--- config.mk ---
export PLATFORM = sky130hd
export DESIGN_NAME = bitmap_first_fit_allocator_unit
export DESIGN_NICKNAME = d
export VERILOG_FILES = /design/src/rtl/bfa_pkg.sv /design/src/rtl/bitmap_first_fit_allocator_unit.sv /design/src/rtl/bfa_cell.sv
export SDC_FILE = /design/constraint.sdc
export NUM_CORES = 1
export LEC_CHECK = 0
export ABC_AREA = 1
export BUFFER_PORTS_ARGS = -buffer_cell sky130_fd_sc_hd__buf_2
export CAP_MARGIN = 10
export CORE_UTILIZATION = 35
export CTS_BUF_LIST = sky130_fd_sc_hd__clkbuf_4
export DETAILED_ROUTE_END_ITERATION = 12
export SLEW_MARGIN = 15
export SYNTH_ARGS = -nofsm -noshare
export SYNTH_HDL_FRONTEND = slang
export SYNTH_HIERARCHICAL = 1
export SYNTH_SLANG_ARGS = --single-unit
--- constraint.sdc ---
create_clock -name clock -period 28.8 [get_ports clock]
set_input_delay 8.64 -clock clock [delete_from_list [all_inputs] [get_ports clock]]
set_output_delay 8.64 -clock clock [all_outputs]
set_load 0.005 [all_outputs]
--- src/rtl/bfa_pkg.sv ---
`timescale 1ns / 1ps

package bfa_pkg;

   // field widths of the request and response words
   localparam int OPCODE_W   = 2;
   localparam int POSITION_W = 8;
   localparam int LENGTH_W   = 9;
   localparam int STATUS_W   = 2;
   localparam int CSR_W      = 9;

   // reset value of the valid-size register
   localparam logic [CSR_W-1:0] BITS_IN_USE_RESET = 9'd256;

   // request opcodes
   localparam logic [OPCODE_W-1:0] OP_TEST  = 2'd0;
   localparam logic [OPCODE_W-1:0] OP_SET   = 2'd1;
   localparam logic [OPCODE_W-1:0] OP_CLEAR = 2'd2;
   localparam logic [OPCODE_W-1:0] OP_FIND  = 2'd3;

   // response status codes
   localparam logic [STATUS_W-1:0] ST_OK       = 2'd0;
   localparam logic [STATUS_W-1:0] ST_RANGE    = 2'd1;
   localparam logic [STATUS_W-1:0] ST_NOTFOUND = 2'd2;

   typedef struct packed {
      logic [OPCODE_W-1:0]   opcode;
      logic [POSITION_W-1:0] position;
      logic [LENGTH_W-1:0]   run_length;
   } req_type;

   typedef struct packed {
      logic [STATUS_W-1:0]   status;
      logic [POSITION_W-1:0] found_start;
      logic                  bit_value;
   } rsp_type;

endpackage

--- src/rtl/bitmap_first_fit_allocator_unit.sv ---
`timescale 1ns / 1ps
// an out-of-range test/set/clear or a zero-length find is answered from a register in the cycle
//   after start; every other request turns the ring and is answered at its last step
// a scanning request turns the ring of bitmap cells once past the head cell, then the unit
//   returns to idle; busy is high while the ring turns and no new request is taken then
// reset: synchronous, clears the bitmap to all free and sets bits_in_use to 256
// the receiver cannot stall: each response word is shown for exactly one cycle

module bitmap_first_fit_allocator_unit
   import bfa_pkg::*;
#(
   parameter int MAP_BITS = 256
)
(
   input  logic             clock,
   input  logic             reset,
   input  logic             start,
   output logic             busy,
   input  req_type          req_data,
   output logic             rsp_valid,
   output rsp_type          rsp_data,
   input  logic             csr_valid,
   output logic             csr_ready,
   input  logic [CSR_W-1:0] csr_data
);

   localparam int CNT_W = $clog2(MAP_BITS);
   localparam int CMP_W = (CNT_W + 1 > 10) ? CNT_W + 1 : 10;

   typedef enum logic {
      S_IDLE,
      S_SCAN
   } state_type;

   state_type              state_ff;
   logic [CNT_W-1:0]       cnt_ff;
   logic [OPCODE_W-1:0]    op_ff;
   logic [CMP_W-1:0]       pos_ff;
   logic [CMP_W-1:0]       end_ff;
   logic [CMP_W-1:0]       len_ff;
   logic [CMP_W-1:0]       size_ff;
   logic [CMP_W-1:0]       run_ff;
   logic                   hit_ff;
   logic [POSITION_W-1:0]  start_ff;
   logic                   tbit_ff;
   logic                   rsp_valid_ff;
   rsp_type                rsp_ff;
   logic [CSR_W-1:0]       bits_in_use_ff;

   logic [MAP_BITS-1:0]    ring_q;
   logic                   shift_en;
   logic                   head;
   logic                   tail_val;

   logic [CMP_W-1:0]       size_now;
   logic [CMP_W-1:0]       req_pos;
   logic [CMP_W-1:0]       req_len;
   logic                   imm_range;
   logic                   imm_notfound;
   logic [CMP_W-1:0]       cnt_ext;
   logic                   in_range;
   logic                   find_active;
   logic [CMP_W-1:0]       run_in;
   logic                   hit_now;
   logic [CMP_W-1:0]       start_now;
   logic                   last_step;
   rsp_type                scan_rsp;

   // ring of bitmap cells, cell 0 is the head
   for (genvar k = 0; k < MAP_BITS; k++) begin : g_cell
      logic nxt;
      if (k == MAP_BITS - 1) begin : g_tail
         assign nxt = tail_val;
      end else begin : g_mid
         assign nxt = ring_q[k+1];
      end
      bfa_cell u_cell (
         .clock    (clock),
         .reset    (reset),
         .shift_en (shift_en),
         .shift_in (nxt),
         .bit_q    (ring_q[k])
      );
   end

   assign shift_en = (state_ff == S_SCAN);
   assign head     = ring_q[0];

   // request checks against the valid size
   always_comb begin
      size_now = (CMP_W'(bits_in_use_ff) > CMP_W'(MAP_BITS)) ? CMP_W'(MAP_BITS)
                                                               : CMP_W'(bits_in_use_ff);
      req_pos  = CMP_W'(req_data.position);
      req_len  = CMP_W'(req_data.run_length);
      imm_range    = ((req_data.opcode == OP_TEST) && (req_pos >= size_now)) ||
                     ((req_data.opcode == OP_SET || req_data.opcode == OP_CLEAR) &&
                      (req_pos + req_len > size_now));
      imm_notfound = (req_data.opcode == OP_FIND) && (req_len == '0);
   end

   // per-step work on the head cell
   always_comb begin
      cnt_ext     = CMP_W'(cnt_ff);
      in_range    = (cnt_ext >= pos_ff) && (cnt_ext < end_ff);
      tail_val    = head;
      if ((op_ff == OP_SET || op_ff == OP_CLEAR) && in_range) begin
         tail_val = (op_ff == OP_SET);
      end
      find_active = (op_ff == OP_FIND) && !hit_ff && (cnt_ext < size_ff);
      run_in      = head ? '0 : run_ff + CMP_W'(1);
      hit_now     = find_active && (run_in == len_ff);
      start_now   = cnt_ext + CMP_W'(1) - len_ff;
      last_step   = (cnt_ff == CNT_W'(MAP_BITS - 1));
      // response word at the end of a scan
      scan_rsp    = '{status: ST_OK, found_start: '0, bit_value: 1'b0};
      if (op_ff == OP_FIND) begin
         if (hit_ff) begin
            scan_rsp.found_start = start_ff;
         end else if (hit_now) begin
            scan_rsp.found_start = start_now[POSITION_W-1:0];
         end else begin
            scan_rsp.status = ST_NOTFOUND;
         end
      end else if (op_ff == OP_TEST) begin
         scan_rsp.bit_value = (cnt_ext == pos_ff) ? head : tbit_ff;
      end
   end

   // control, scan bookkeeping and the response word
   always_ff @(posedge clock) begin
      if (reset) begin
         state_ff       <= S_IDLE;
         rsp_valid_ff   <= 1'b0;
         bits_in_use_ff <= BITS_IN_USE_RESET;
         cnt_ff         <= '0;
         hit_ff         <= 1'b0;
         run_ff         <= '0;
      end else begin
         if (csr_valid && csr_ready) begin
            bits_in_use_ff <= csr_data;
         end
         case (state_ff)
            S_IDLE: begin
               rsp_valid_ff <= start && (imm_range || imm_notfound);
               if (start) begin
                  op_ff   <= req_data.opcode;
                  pos_ff  <= req_pos;
                  end_ff  <= req_pos + req_len;
                  len_ff  <= req_len;
                  size_ff <= size_now;
                  cnt_ff  <= '0;
                  run_ff  <= '0;
                  hit_ff  <= 1'b0;
                  tbit_ff <= 1'b0;
                  if (imm_range) begin
                     rsp_ff <= '{status: ST_RANGE, found_start: '0, bit_value: 1'b0};
                  end else if (imm_notfound) begin
                     rsp_ff <= '{status: ST_NOTFOUND, found_start: '0, bit_value: 1'b0};
                  end else begin
                     state_ff <= S_SCAN;
                  end
               end
            end
            S_SCAN: begin
               rsp_valid_ff <= last_step;
               cnt_ff <= cnt_ff + CNT_W'(1);
               if (find_active) begin
                  run_ff <= run_in;
               end
               if (hit_now) begin
                  hit_ff   <= 1'b1;
                  start_ff <= start_now[POSITION_W-1:0];
               end
               if (op_ff == OP_TEST && cnt_ext == pos_ff) begin
                  tbit_ff <= head;
               end
               if (last_step) begin
                  state_ff <= S_IDLE;
                  rsp_ff   <= scan_rsp;
               end
            end
            default: begin
               state_ff     <= S_IDLE;
               rsp_valid_ff <= 1'b0;
            end
         endcase
      end
   end

   assign busy      = (state_ff == S_SCAN);
   assign csr_ready = (state_ff == S_IDLE);
   assign rsp_valid = rsp_valid_ff;
   assign rsp_data  = rsp_ff;

   // a response never overlaps a turning ring
   a_rsp_idle: assert property (@(posedge clock) disable iff (reset)
      rsp_valid |-> !busy)
      else $error("response shown while scanning");

   // every accepted word starts a scan or answers at once
   a_accept_progress: assert property (@(posedge clock) disable iff (reset)
      (start && !busy) |=> (busy || rsp_valid))
      else $error("accepted word neither scanned nor answered");

   // the end of a scan always yields a response
   a_scan_end: assert property (@(posedge clock) disable iff (reset)
      $fell(busy) |-> rsp_valid)
      else $error("scan ended without a response");

   // a failed find reports no start
   a_notfound_zero: assert property (@(posedge clock) disable iff (reset)
      (rsp_valid && rsp_data.status == ST_NOTFOUND) |-> (rsp_data.found_start == '0))
      else $error("not-found response with nonzero start");

endmodule

--- src/rtl/bfa_cell.sv ---
`timescale 1ns / 1ps

module bfa_cell
   import bfa_pkg::*;
(
   input  logic clock,
   input  logic reset,
   input  logic shift_en,
   input  logic shift_in,
   output logic bit_q
);

   logic bit_ff;
   logic bit_in;

   // take the neighbour's bit while the ring turns
   always_comb begin
      bit_in = shift_en ? shift_in : bit_ff;
   end

   always_ff @(posedge clock) begin
      if (reset) begin
         bit_ff <= 1'b0;
      end else begin
         bit_ff <= bit_in;
      end
   end

   assign bit_q = bit_ff;

endmodule

## Word level (Yosys, flattened, before mapping)

Index checks and enable logic that the tools add are counted.

| word-level totals | value |
|---|---|
| bits in registers | 345 |
| bits in latches | 0 |
| memory bits (writable) | 0 |
| bits in read-only memories | 0 |
| word-level logic and storage cells | 357 |
| memories kept | 0 |

| cells by class | value |
|---|---|
| add/subtract/negate cells | 5 |
| multiply operators | 0 |
| divide/modulo/power cells | 0 |
| magnitude comparators | 6 |
| eq/ne operators | 15 |
| shift-type cells | 0 |
| multiplexer cells | 32 |
| bitwise gates (word level) | 2 |
| reduce and logical (&&, ||, !) cells | 25 |

Operator list:

| operator | number |
|---|---|
| 2-to-1 mux 11 bit | 4 |
| 2-to-1 mux 10 bit | 4 |
| 2-to-1 mux 8 bit | 3 |
| case mux 11 bit (2 select lines) | 1 |
| < comparator 8 x 10 -> 1 bit | 2 |
| case mux 10 bit (2 select lines) | 1 |
| adder 8 x 1 -> 8 bit, second input constant | 2 |
| case mux 8 bit (2 select lines) | 1 |
| logical AND 1 bit | 11 |
| 2-to-1 mux 1 bit | 11 |
| adder 10 x 1 -> 10 bit, second input constant | 1 |
| adder 8 x 9 -> 10 bit | 1 |
| equality test 10 x 9 -> 1 bit | 1 |
| greater-than comparator 10 x 9 -> 1 bit | 1 |
| >= comparator 8 x 9 -> 1 bit | 1 |
| greater-than comparator 9 bit, second input constant | 1 |
| logical NOT 9 bit | 1 |
| 2-to-1 mux 9 bit | 1 |
| AND reduction 3 bit | 3 |
| equality test 2 bit, second input constant | 4 |
| equality test 8 bit | 1 |
| equality test 8 bit, second input constant | 1 |
| >= comparator 8 bit | 1 |
| inequality test 2 x 1 -> 1 bit, second input constant | 4 |
| 12 further kinds | 23 |

## Longest topological paths before layout

Gate-level depths: netlist of run 1.

| logic depth | value |
|---|---|
| depth after elaboration | 9 |
| gate-level depth with buffers | 23 |
| gate-level depth less buffers | 23 |

## Hierarchy

Netlist of run 1, hierarchy kept.

By module, submodules not included:

| module | times used | cells an instance | area each (µm²) | seq. area each (µm²) |
|---|---|---|---|---|
| bfa_cell | 256 | 7 | 45.0 | 20.0 |
| bitmap_first_fit_allocator_unit | 1 | 641 | 5,516.5 | 2,342.2 |

## Least setup slack after synthesis of run 1

OpenSTA, ideal clock, no wires.

| timing | value |
|---|---|
| kind | register to output |
| start point | reg state_ff, in the netlist busy |
| end point | out csr_ready |
| arrival | 9.145 ns |
| data required time | 20.160 ns |
| slack | 11.015 ns |
| cell stages (with the launch flop) | 2 |
| buffers on the path | 0 |
| path through | dfxtp_1 > inv_2 |

| between the ends | value |
|---|---|
| word-level cells in the longest chain between the ends | 1 |

Ends and longest elaborated chain:

| item | RTL line | source |
|---|---|---|
| start, declared | bitmap_first_fit_allocator_unit.sv:35 | `state_type state_ff;` |
| start signal, assigned | bitmap_first_fit_allocator_unit.sv:132 | `state_ff <= S_IDLE;` |
| start signal, assigned | bitmap_first_fit_allocator_unit.sv:160 | `state_ff <= S_SCAN;` |
| start signal, assigned | bitmap_first_fit_allocator_unit.sv:178 | `state_ff <= S_IDLE;` |
| inverter 1 bit (no line) | - |  |
| end, declared | bitmap_first_fit_allocator_unit.sv:23 | `output logic csr_ready,` |

No other way between the ends.

## Worst setup path after layout of run 1

| timing | value |
|---|---|
| start point | in req_data[0] in the netlist's numbering |
| end point | reg rsp_ff (netlist bit rsp_data[9]) (enable) |

| between the ends | value |
|---|---|
| word-level cells in the longest chain between the ends | 6 |
| elaborated cells between the ends (all ways) | 8 |

Ends and longest elaborated chain:

| item | RTL line | source |
|---|---|---|
| start, declared | bitmap_first_fit_allocator_unit.sv:19 | `input req_type req_data,` |
| adder 8 x 9 -> 10 bit | bitmap_first_fit_allocator_unit.sv:97 | `(req_pos + req_len > size_now));` |
| greater-than comparator 10 x 9 -> 1 bit | bitmap_first_fit_allocator_unit.sv:97 |  |
| logical AND 1 bit | bitmap_first_fit_allocator_unit.sv:96 | `((req_data.opcode == OP_SET \|\| req_data.opcode == OP_CLEAR) &&` |
| logical OR 1 bit | bitmap_first_fit_allocator_unit.sv:95 | `imm_range = ((req_data.opcode == OP_TEST) && (req_pos >= size_now)) \|\|` |
| inequality test 3 x 1 -> 1 bit (no line) * | - |  |
| AND reduction 4 bit (no line) * | - |  |
| end signal, assigned | bitmap_first_fit_allocator_unit.sv:156 | `rsp_ff <= '{status: ST_RANGE, found_start: '0, bit_value: 1'b0};` |
| end signal, assigned | bitmap_first_fit_allocator_unit.sv:158 | `rsp_ff <= '{status: ST_NOTFOUND, found_start: '0, bit_value: 1'b0};` |
| end signal, assigned | bitmap_first_fit_allocator_unit.sv:179 | `rsp_ff <= scan_rsp;` |
| end, declared | bitmap_first_fit_allocator_unit.sv:47 | `rsp_type rsp_ff;` |

Every way passes the cells marked *; elsewhere a longest branch is shown, timed or not.
A chain may end at the register's enable or synchronous reset.

==> results.cfg, run 1 <==
[sta]
fin_crit_sh_pct = 39.38
clock_skew_ps = 36.87
grt_setup_unrepaired = false
finalHoldViolCount = 0
relSlewSlack_pct = 30.27
setup_violations = 0
fin_tns_setup_ps = 0
min_period_ps = 11340
slew_violations = 0
worstMarginPinSlew_ps = 1046
fmax_ghz = 0.08817

[global_routing]
antenna_found_initial = 1
grtUsageTotal_pct = 13.21
grt_pass1_vias = 12641
grt_max_degree = 119
grt_pass1_wl_um = 55380
grt.overflow.total = 0

[setup_path]
endpoint_kind = flop
crit_fanout = 11
r2r-start = busy$_SDFF_PP0_
crit_required_ps = 29190
r2r-end = g_cell[29].u_cell/bit_q$_SDFFE_PP0P_
critical_path_class = input port to flop
arrival_ps = 11730
ff2ff_path_depth = 6
worst-r2r-setup-slack_ps = 25380
worstSetupStartpointType = input port

[status]
status = finished, final reports clean

[placed_design]
gp_congestion = 0.8871
dpl-instance-area_um2 = 18080
post-dp-hpwl_um = 20320
port-buffer-count = 45
placedCellCount = 3091

[power]
power.static_leakage_nw = 9.341
p_per_area_nw_per_um2 = 64.32
sw_frac_of_total_pct = 30.17
power_frac_seq_pct = 46.0
power.internal_w = 0.0008660
p_total_w = 0.001240
p_comb_share_pct = 19.0
ir_worst_vdd_mv = 0.02439
p_switching_w = 0.0003742
power_frac_clock_pct = 35.1

[finish]
final_area_um2 = 19280
regArea_um2 = 7471
fin_nets = 2674
multi_input_area_um2 = 7213
syn2layout_area_growth_pct = 13.12
drive_above_1_share_pct = 18.17
final.fill_count = 4949
stdcell_count = 3257

[logic_synthesis]
synth.largest_area_cell = dfxtp_1
yosysTopAreaCellShare_pct = 33.59
synth.avg_cell_area_um2 = 7.007
synth_nets = 2534
synth_seq_cells = 344
synthCells = 2433
yosys-top-cells-area = dfxtp_1 (34%), nand2_1 (14%), inv_1 (14%)
ys_types = 41
yosysWarningCount = 6
ys_seq_area_share_pct = 43.80
syn_area_um2 = 17050

[clock_tree]
cts_tree = built
htree_levels = 3
clockRootBuffer = clkbuf_4
cts.sinks = 344
clockBufferDepth = 3
cts_hold_buffers = 0
insertion_delay_ps = 750
cts_setup_buffers = 0
cts_buffers = 95
cts_resized = 0
clkSlewWorstSetupHoldPaths_ps = 60

[floorplan]
die_h_um = 222.7
die_w_um = 222.7
dieArea_um2 = 49590
fp-row-count = 80
num_io_pins = 46
core-area_um2 = 47850
start_util_pct = 35.63

[drt]
wl_per_cell_um = 9.653
dr.pass1.iters = 5
wl_um = 31440
detail-route-antenna-nets = 0
via_count = 13440
drc = 0
dr.first_iter.drc_count = 609
via_per_inst = 4.126

[worst_hold_path]
hp-class = flop to flop
worstHoldStart = g_cell[71].u_cell/bit_q$_SDFFE_PP0P_
hold_end = g_cell[71].u_cell/bit_q$_SDFFE_PP0P_
hold_depth = 2

[flow_run]
max-cap-violations = 0
## cell usage in the layout (no fill, tap or decap), types with 3 or more instances in the layout
cell type and count:
ha_1 67, clkinv_1 14, a21oi_1 57, nand2_2 5, nor2_4 4, edfxtp_1 58, buf_4 8, clkbuf_4 145
nor2_2 257, o21ai_0 20, inv_2 6, dfxtp_1 285, nor2_1 311, a211oi_1 3, xnor2_1 3, nand3_1 34
nor4_1 6, nand4_1 19, nor3_1 3, inv_1 619, nand2_1 623, a21o_1 4, xor2_1 14, o211ai_1 4
buf_2 44
## layer usage
layer,vias to the layer above,routed length [µm],track usage [%]
li1,7414,-,-
met1,5778,14760,15.16
met2,168,14450,22.90
met3,80,1222,3.227
met4,0,1001,6.385
met5,-,0,0
## cells in the mapped netlist, drive strengths merged
cell type / count
nand2: 628
inv: 622
nor2: 572
dfxtp: 286
ha: 67
edfxtp: 58
a21oi: 57
nand3: 35
o21ai: 22
nand4: 20
xor2: 15
clkbuf: 8
nor4: 6
nor3: 5
a21o: 4
o211ai: 4
a211oi: 3
xnor2: 3
a31oi: 2
buf: 2
fa: 2
o21a: 2
o21bai: 2
o41ai: 2
a21boi: 1
a221oi: 1
and2: 1
nor3b: 1
o2111ai: 1
o32ai: 1
## registers in the layout, indices dropped and copies added, names as in the netlist
signal,count
g_cell.u_cell/bit_q,256
rsp_data,11
end_ff,10
run_ff,10
bits_in_use_ff,9
len_ff,9
size_ff,9
cnt_ff,8
pos_ff,8
start_ff,8
op_ff,2
busy,1
hit_ff,1
rsp_valid,1
tbit_ff,1
## worst max-delay path, cell delays in order
cell,delay (ps)
buf_2,110
ha_1,240
fa_1,420
nand3_1,100
nand2_1,80
a21oi_1,150
o21bai_1,110
a21o_1,170
a21oi_1,150
xnor2_1,160
ha_1,280
nand3_1,90
nor2_1,40
nand2_1,50
nand2_1,50
nand2_1,110
nand2_1,90
and2_1,170
nand2_1,60
nand2_1,70
nand2_1,390
## worst max path at each step
stage	start	to	cells past startpoint
2_1_floorplan	busy$_SDFF_PP0_	csr_ready	1
3_3_place_gp	req_data[0]	rsp_data[8]$_SDFFCE_PN0P_	21
3_5_place_dp	req_data[0]	rsp_data[8]$_SDFFCE_PN0P_	21
4_1_cts	req_data[0]	rsp_data[9]$_SDFFCE_PP0P_	21
5_1_grt	req_data[0]	rsp_data[1]$_SDFFCE_PN0P_	21
6_report	req_data[0]	rsp_data[9]$_SDFFCE_PP0P_	21
## power by group through the flow
stage	combinational, W	clock (W)	sequential (W)
after global placement	0.000231	0	0.000579
after floorplan	0.000245	0	0.000593
after detailed placement	0.000238	0	0.000581
after CTS	0.000240	0.000459	0.000571
after global routing	0.000277	0.000483	0.000577
final	0.000235	0.000435	0.000570
## final cells by class
cell class	instances	share of cell area [%]
Timing Repair Buffer	53	1.525
Clock buffer	145	5.645
Antenna cell	1	0.01298
Sequential cell	344	38.74
Inverter	622	12.11
Tap cell	615	3.990
Clock inverter	20	0.5710
Multi-Input combinational cell	1457	37.41
## stage by stage
step,worst slack (ps),utilization (%),hold WS (ps)
after global placement,16710,37.79,470.9
after detailed placement,16660,37.79,474.8
after floorplan,11010,-,448.6
after CTS,17500,40.30,486.2
after global routing,17240,40.30,503.6
final,17460,40.30,484.0
## cells by family after synthesis
logic type / count (synthesis) / share of synthesized area (%)
AND/OR/NAND/NOR: 1268 / 32.77
buffers and inverters: 632 / 13.93
flip-flops: 344 / 43.80
AO/OA/AOI/OAI: 102 / 3.376
adder cells (fa/ha/maj): 69 / 5.152
XOR/XNOR: 18 / 0.9689
Note: power is estimated with default switching activity, not from simulation.
==> run 2, diff against run 1 <==
==> constraint.sdc (replaced) <==
create_clock -name clock -period 11.7 [get_ports clock]
set_input_delay 3.51 -clock clock [delete_from_list [all_inputs] [get_ports clock]]
set_output_delay 3.51 -clock clock [all_outputs]
set_load 0.005 [all_outputs]
==> results.cfg, run 2 (synthesized netlist as in run 1, its figures left out) <==
[global_routing]
grt_max_degree = 203
grt.overflow.total = 0
grt_use_met3_pct = 3.213
grtUsageMet2_pct = 22.42
grt_pass1_wl_um = 56580
use_met1_pct = 16.95
grtUsageTotal_pct = 13.69
grt_pass1_vias = 12334
antenna_found_initial = 1
grt_busiest_layer = met2

[worst_hold_path]
hp-class = flop to flop
hold_depth = 2
worstHoldStart = g_cell[119].u_cell/bit_q$_SDFFE_PP0P_
hold_end = g_cell[119].u_cell/bit_q$_SDFFE_PP0P_

[finish]
final.fill_count = 4949
final_cell_mix = nand2_1 (623), inv_1 (619), nor2_1 (311)
fin_nets = 2673
layout_commonest_cell = nand2_1
stdcell_count = 3260
drive_above_1_share_pct = 18.23
largest_register_ffs = 256
final_area_um2 = 19380
syn2layout_area_growth_pct = 13.70

[floorplan]
core-area_um2 = 47850
die_h_um = 222.7
num_io_pins = 46
dieArea_um2 = 49590
fp-row-count = 80
start_util_pct = 35.63
die_w_um = 222.7

[placed_design]
dpl-instance-area_um2 = 18080
port-buffer-count = 45
placedCellCount = 3089
gp_congestion = 0.8699
post-dp-hpwl_um = 20610

[drt]
drc = 0
wl_per_cell_um = 9.952
detail-route-antenna-nets = 0
via_per_inst = 4.090
wl_um = 32440
via_count = 13332
dr.first_iter.drc_count = 750
dr.pass1.iters = 6

[sta]
finalHoldViolCount = 0
relSlewSlack_pct = 31.82
min_period_ps = 6482
fin_tns_setup_ps = 0
fin_crit_sh_pct = 55.40
slew_violations = 0
fmax_ghz = 0.1543
setup_violations = 0
clock_skew_ps = 42.12
worstMarginPinSlew_ps = 1023
grt_setup_unrepaired = false

[setup_path]
arrival_ps = 2970
r2r-end = run_ff[7]$_SDFFE_PP0P_
worst-r2r-setup-slack_ps = 8250
critical_path_class = flop to output pin
ff2ff_path_depth = 6
endpoint_kind = output pin
worstSetupStartpointType = flop
crit_fanout = 202
critPathLaunch = busy$_SDFF_PP0_
crit_required_ps = 8190
r2r-start = busy$_SDFF_PP0_

[clock_tree]
cts_hold_buffers = 0
clkSlewWorstSetupHoldPaths_ps = 70
cts_setup_buffers = 0
cts.sinks = 344
htree_levels = 3
cts_resized = 0
cts_buffers = 95
clockBufferDepth = 3
clockRootBuffer = clkbuf_4
insertion_delay_ps = 790
cts_tree = built

[flow_run]
max-cap-violations = 0

[power]
power_frac_seq_pct = 45.3
sw_frac_of_total_pct = 30.11
power_frac_clock_pct = 36.5
power.internal_w = 0.002185
ir_worst_vdd_mv = 0.05480
p_per_area_nw_per_um2 = 161.2
p_switching_w = 0.0009410
p_comb_share_pct = 18.3
power.static_leakage_nw = 9.381

[status]
status = finished, final reports clean
[run 2: how the worst max path moves through the flow]
stage,slack (ps),end,cells after the start
after floorplan,3140,csr_ready,1
after global placement,4690,rsp_data[8]$_SDFFCE_PN0P_,21
after detailed placement,4670,rsp_data[6]$_SDFFCE_PN0P_,21
after CTS,5070,csr_ready,3
after global routing,4930,csr_ready,3
final,5220,csr_ready,3
[run 2: worst max-delay path, stage by stage (launching register included)]
cell     delay, ps
dfxtp_4        940
buf_12         570
inv_2          290
buf_2          210
[run 2: power groups by stage]
stage / logic [W] / clock network (W) / registers [W]
after floorplan: 0.000506 / 0 / 0.00146
after global placement: 0.000561 / 0 / 0.00144
after detailed placement: 0.000574 / 0 / 0.00144
after CTS: 0.000580 / 0.00120 / 0.00142
after global routing: 0.000674 / 0.00126 / 0.00143
final: 0.000571 / 0.00114 / 0.00142
[run 2: area by class of cell]
type,count,area (µm²),area share (%)
diodes,1,2.502,0.01291
clock buffers,147,1104,5.693
clock inverters,22,166.4,0.8585
inverters,622,2335,12.04
multi-input cells,1457,7213,37.21
flip-flops and latches,344,7471,38.54
well taps,615,769.5,3.970
repair buffers,52,322.8,1.665
[run 2: through the flow]
| stage | utilization, % | worst slack, ps | hold slack [ps] | power, W |
|---|---|---|---|---|
| 2_1_floorplan | - | 3142 | 448.6 | 0.001965 |
| 3_3_place_gp | 37.79 | 4689 | 470.9 | 0.001998 |
| 3_5_place_dp | 37.79 | 4668 | 474.9 | 0.002016 |
| 4_1_cts | 40.44 | 5074 | 489.5 | 0.003193 |
| 5_1_grt | 40.51 | 4928 | 507.6 | 0.003367 |
| 6_report | 40.51 | 5218 | 481.9 | 0.003126 |
[run 2: routing by layer]
metal,share of wire [%],vias to the layer above
met5,0,-
met4,2.7,0
met3,4.9,62
met2,44,198
met1,48,5677
li1,-,7395
==> run 3, diff against run 2 <==
==> constraint.sdc (replaced) <==
create_clock -name clock -period 6.3 [get_ports clock]
set_input_delay 1.89 -clock clock [delete_from_list [all_inputs] [get_ports clock]]
set_output_delay 1.89 -clock clock [all_outputs]
set_load 0.005 [all_outputs]
==> results.cfg, run 3 (synthesized netlist as in run 1, its figures left out) <==
[global_routing]
antenna_found_initial = 2
grt.overflow.total = 0
grtUsageTotal_pct = 13.46
grt_pass1_vias = 12266
grt_pass1_wl_um = 55380
grt_max_degree = 264

[clock_tree]
cts_setup_buffers = 0
clockRootBuffer = clkbuf_4
cts_tree = built
insertion_delay_ps = 790
cts.sinks = 344
cts_hold_buffers = 0
clockBufferDepth = 3
htree_levels = 3
clkSlewWorstSetupHoldPaths_ps = 60
cts_resized = 0
cts_buffers = 99

[drt]
via_per_inst = 4.074
wl_um = 32180
dr.first_iter.drc_count = 716
dr.pass1.iters = 5
wl_per_cell_um = 9.855
via_count = 13303
detail-route-antenna-nets = 0
drc = 0

[power]
power_frac_seq_pct = 44.7
power_frac_clock_pct = 37.3
power.internal_w = 0.004113
power.static_leakage_nw = 9.390
p_comb_share_pct = 18.0
ir_worst_vdd_mv = 0.1147
p_switching_w = 0.001754
p_total_w = 0.005867
p_per_area_nw_per_um2 = 302.1
sw_frac_of_total_pct = 29.89

[sta]
relSlewSlack_pct = 28.25
min_period_ps = 4529
slew_violations = 0
finalHoldViolCount = 0
fmax_ghz = 0.2208
fin_crit_sh_pct = 71.89
fin_tns_setup_ps = 0
grt_setup_unrepaired = false
clock_skew_ps = 34.30
worstMarginPinSlew_ps = 1076
setup_violations = 0

[setup_path]
worst-r2r-setup-slack_ps = 2930
endpoint_kind = flop
critPathLaunch = req_data[0]
worst-path-buf-inv = 1
arrival_ps = 4960
path_cells = buf_2, ha_1, fa_1, nand3_1, nand2_1, a21oi_1, o21bai_1, a21o_1, a21oi_1, xnor2_1, ha_1, nand3_1, nor2_1, nand2_1, nand2_1, nand2_1, nand2_1, and2_1, nand2_1, nand2_1, nand2_1
ff2ff_path_depth = 16
cp.depth = 21
path_common_cell = nand2_1
slowest_delay_ps = 420
r2r-start = bits_in_use_ff[7]$_SDFFE_PP0P_
crit_required_ps = 6730
critical_path_class = input port to flop
crit_fanout = 11
worst_path_max_delay_cell = fa_1
cp_top_family = simple AND/OR/NAND/NOR gates
worstSetupStartpointType = input port

[finish]
multi_input_area_um2 = 7213
drive_above_1_share_pct = 18.17
syn2layout_area_growth_pct = 13.91
fin_nets = 2675
final.fill_count = 4966
layout_commonest_cell = nand2_1
largest_register_ffs = 256
regArea_um2 = 7471
final_cell_mix = nand2_1 (623), inv_1 (619), nor2_1 (311)
utilization_pct = 40.59

[worst_hold_path]
worstHoldStart = bits_in_use_ff[6]$_SDFFE_PP0P_
hp-class = flop to flop
hold_depth = 2

[flow_run]
max-cap-violations = 0

[floorplan]
die_h_um = 222.7
start_util_pct = 35.63
num_io_pins = 46
core-area_um2 = 47850
die_w_um = 222.7
dieArea_um2 = 49590
fp-row-count = 80

[placed_design]
gp_congestion = 0.8438
post-dp-hpwl_um = 20300
port-buffer-count = 45

[status]
status = finished, final reports clean
## run 3: cell count changes in the layout (fill, tap and decap cells not counted), moves of 2 or more
cell | before | now
clkinv_1 | 15 | 19
diode_2 | 1 | 3
inv_2 | 5 | 3
clkbuf_4 | 147 | 149
## run 3: worst paths after layout
path / end
worst min register to register: bits_in_use_ff[6]$_SDFFE_PP0P_
worst max register to register: rsp_data[6]$_SDFFCE_PN0P_
worst max-delay path: rsp_data[6]$_SDFFCE_PN0P_
worst min-delay path: bits_in_use_ff[6]$_SDFFE_PP0P_
## run 3: cell type report
class / instances / area share (%)
clock inverter: 25 / 1.070
antenna: 3 / 0.03866
sequential: 344 / 38.47
inverter: 622 / 12.02
timing repair buffer: 50 / 1.527
multi-input combinational: 1457 / 37.15
clock buffer: 149 / 5.760
tap: 615 / 3.963
## run 3: power by group through the flow
stage               Sequential [W]  Combinational, W  Clock (W)
global placement           0.00266           0.00104          0
detailed placement         0.00267           0.00106          0
finish                     0.00262           0.00105    0.00219
floorplan                  0.00271          0.000858          0
global route               0.00265           0.00124    0.00243
CTS                        0.00263           0.00107    0.00230
## run 3: worst min-delay path, stage by stage, from the launching register on
cell and delay (ps):
dfxtp_1 290, inv_1 70, a21oi_1 60
## run 3: through the flow
stage	area (µm²)	setup WS (ps)	instances	hold WS [ps]
2_1_floorplan	17050	1349	2433	448.6
3_3_place_gp	18080	987.6	3088	471.3
3_5_place_dp	18080	972.6	3088	468.9
4_1_cts	19410	1859	3262	477.7
5_1_grt	19420	1619	3265	484.7
6_report	19420	1771	3265	477.3
## run 3: layer usage
layer	part of all wire (%)	track usage, %
met2	46	22.61
met4	2.4	5.606
met3	4.5	3.570
met5	0	0
met1	47	16.19
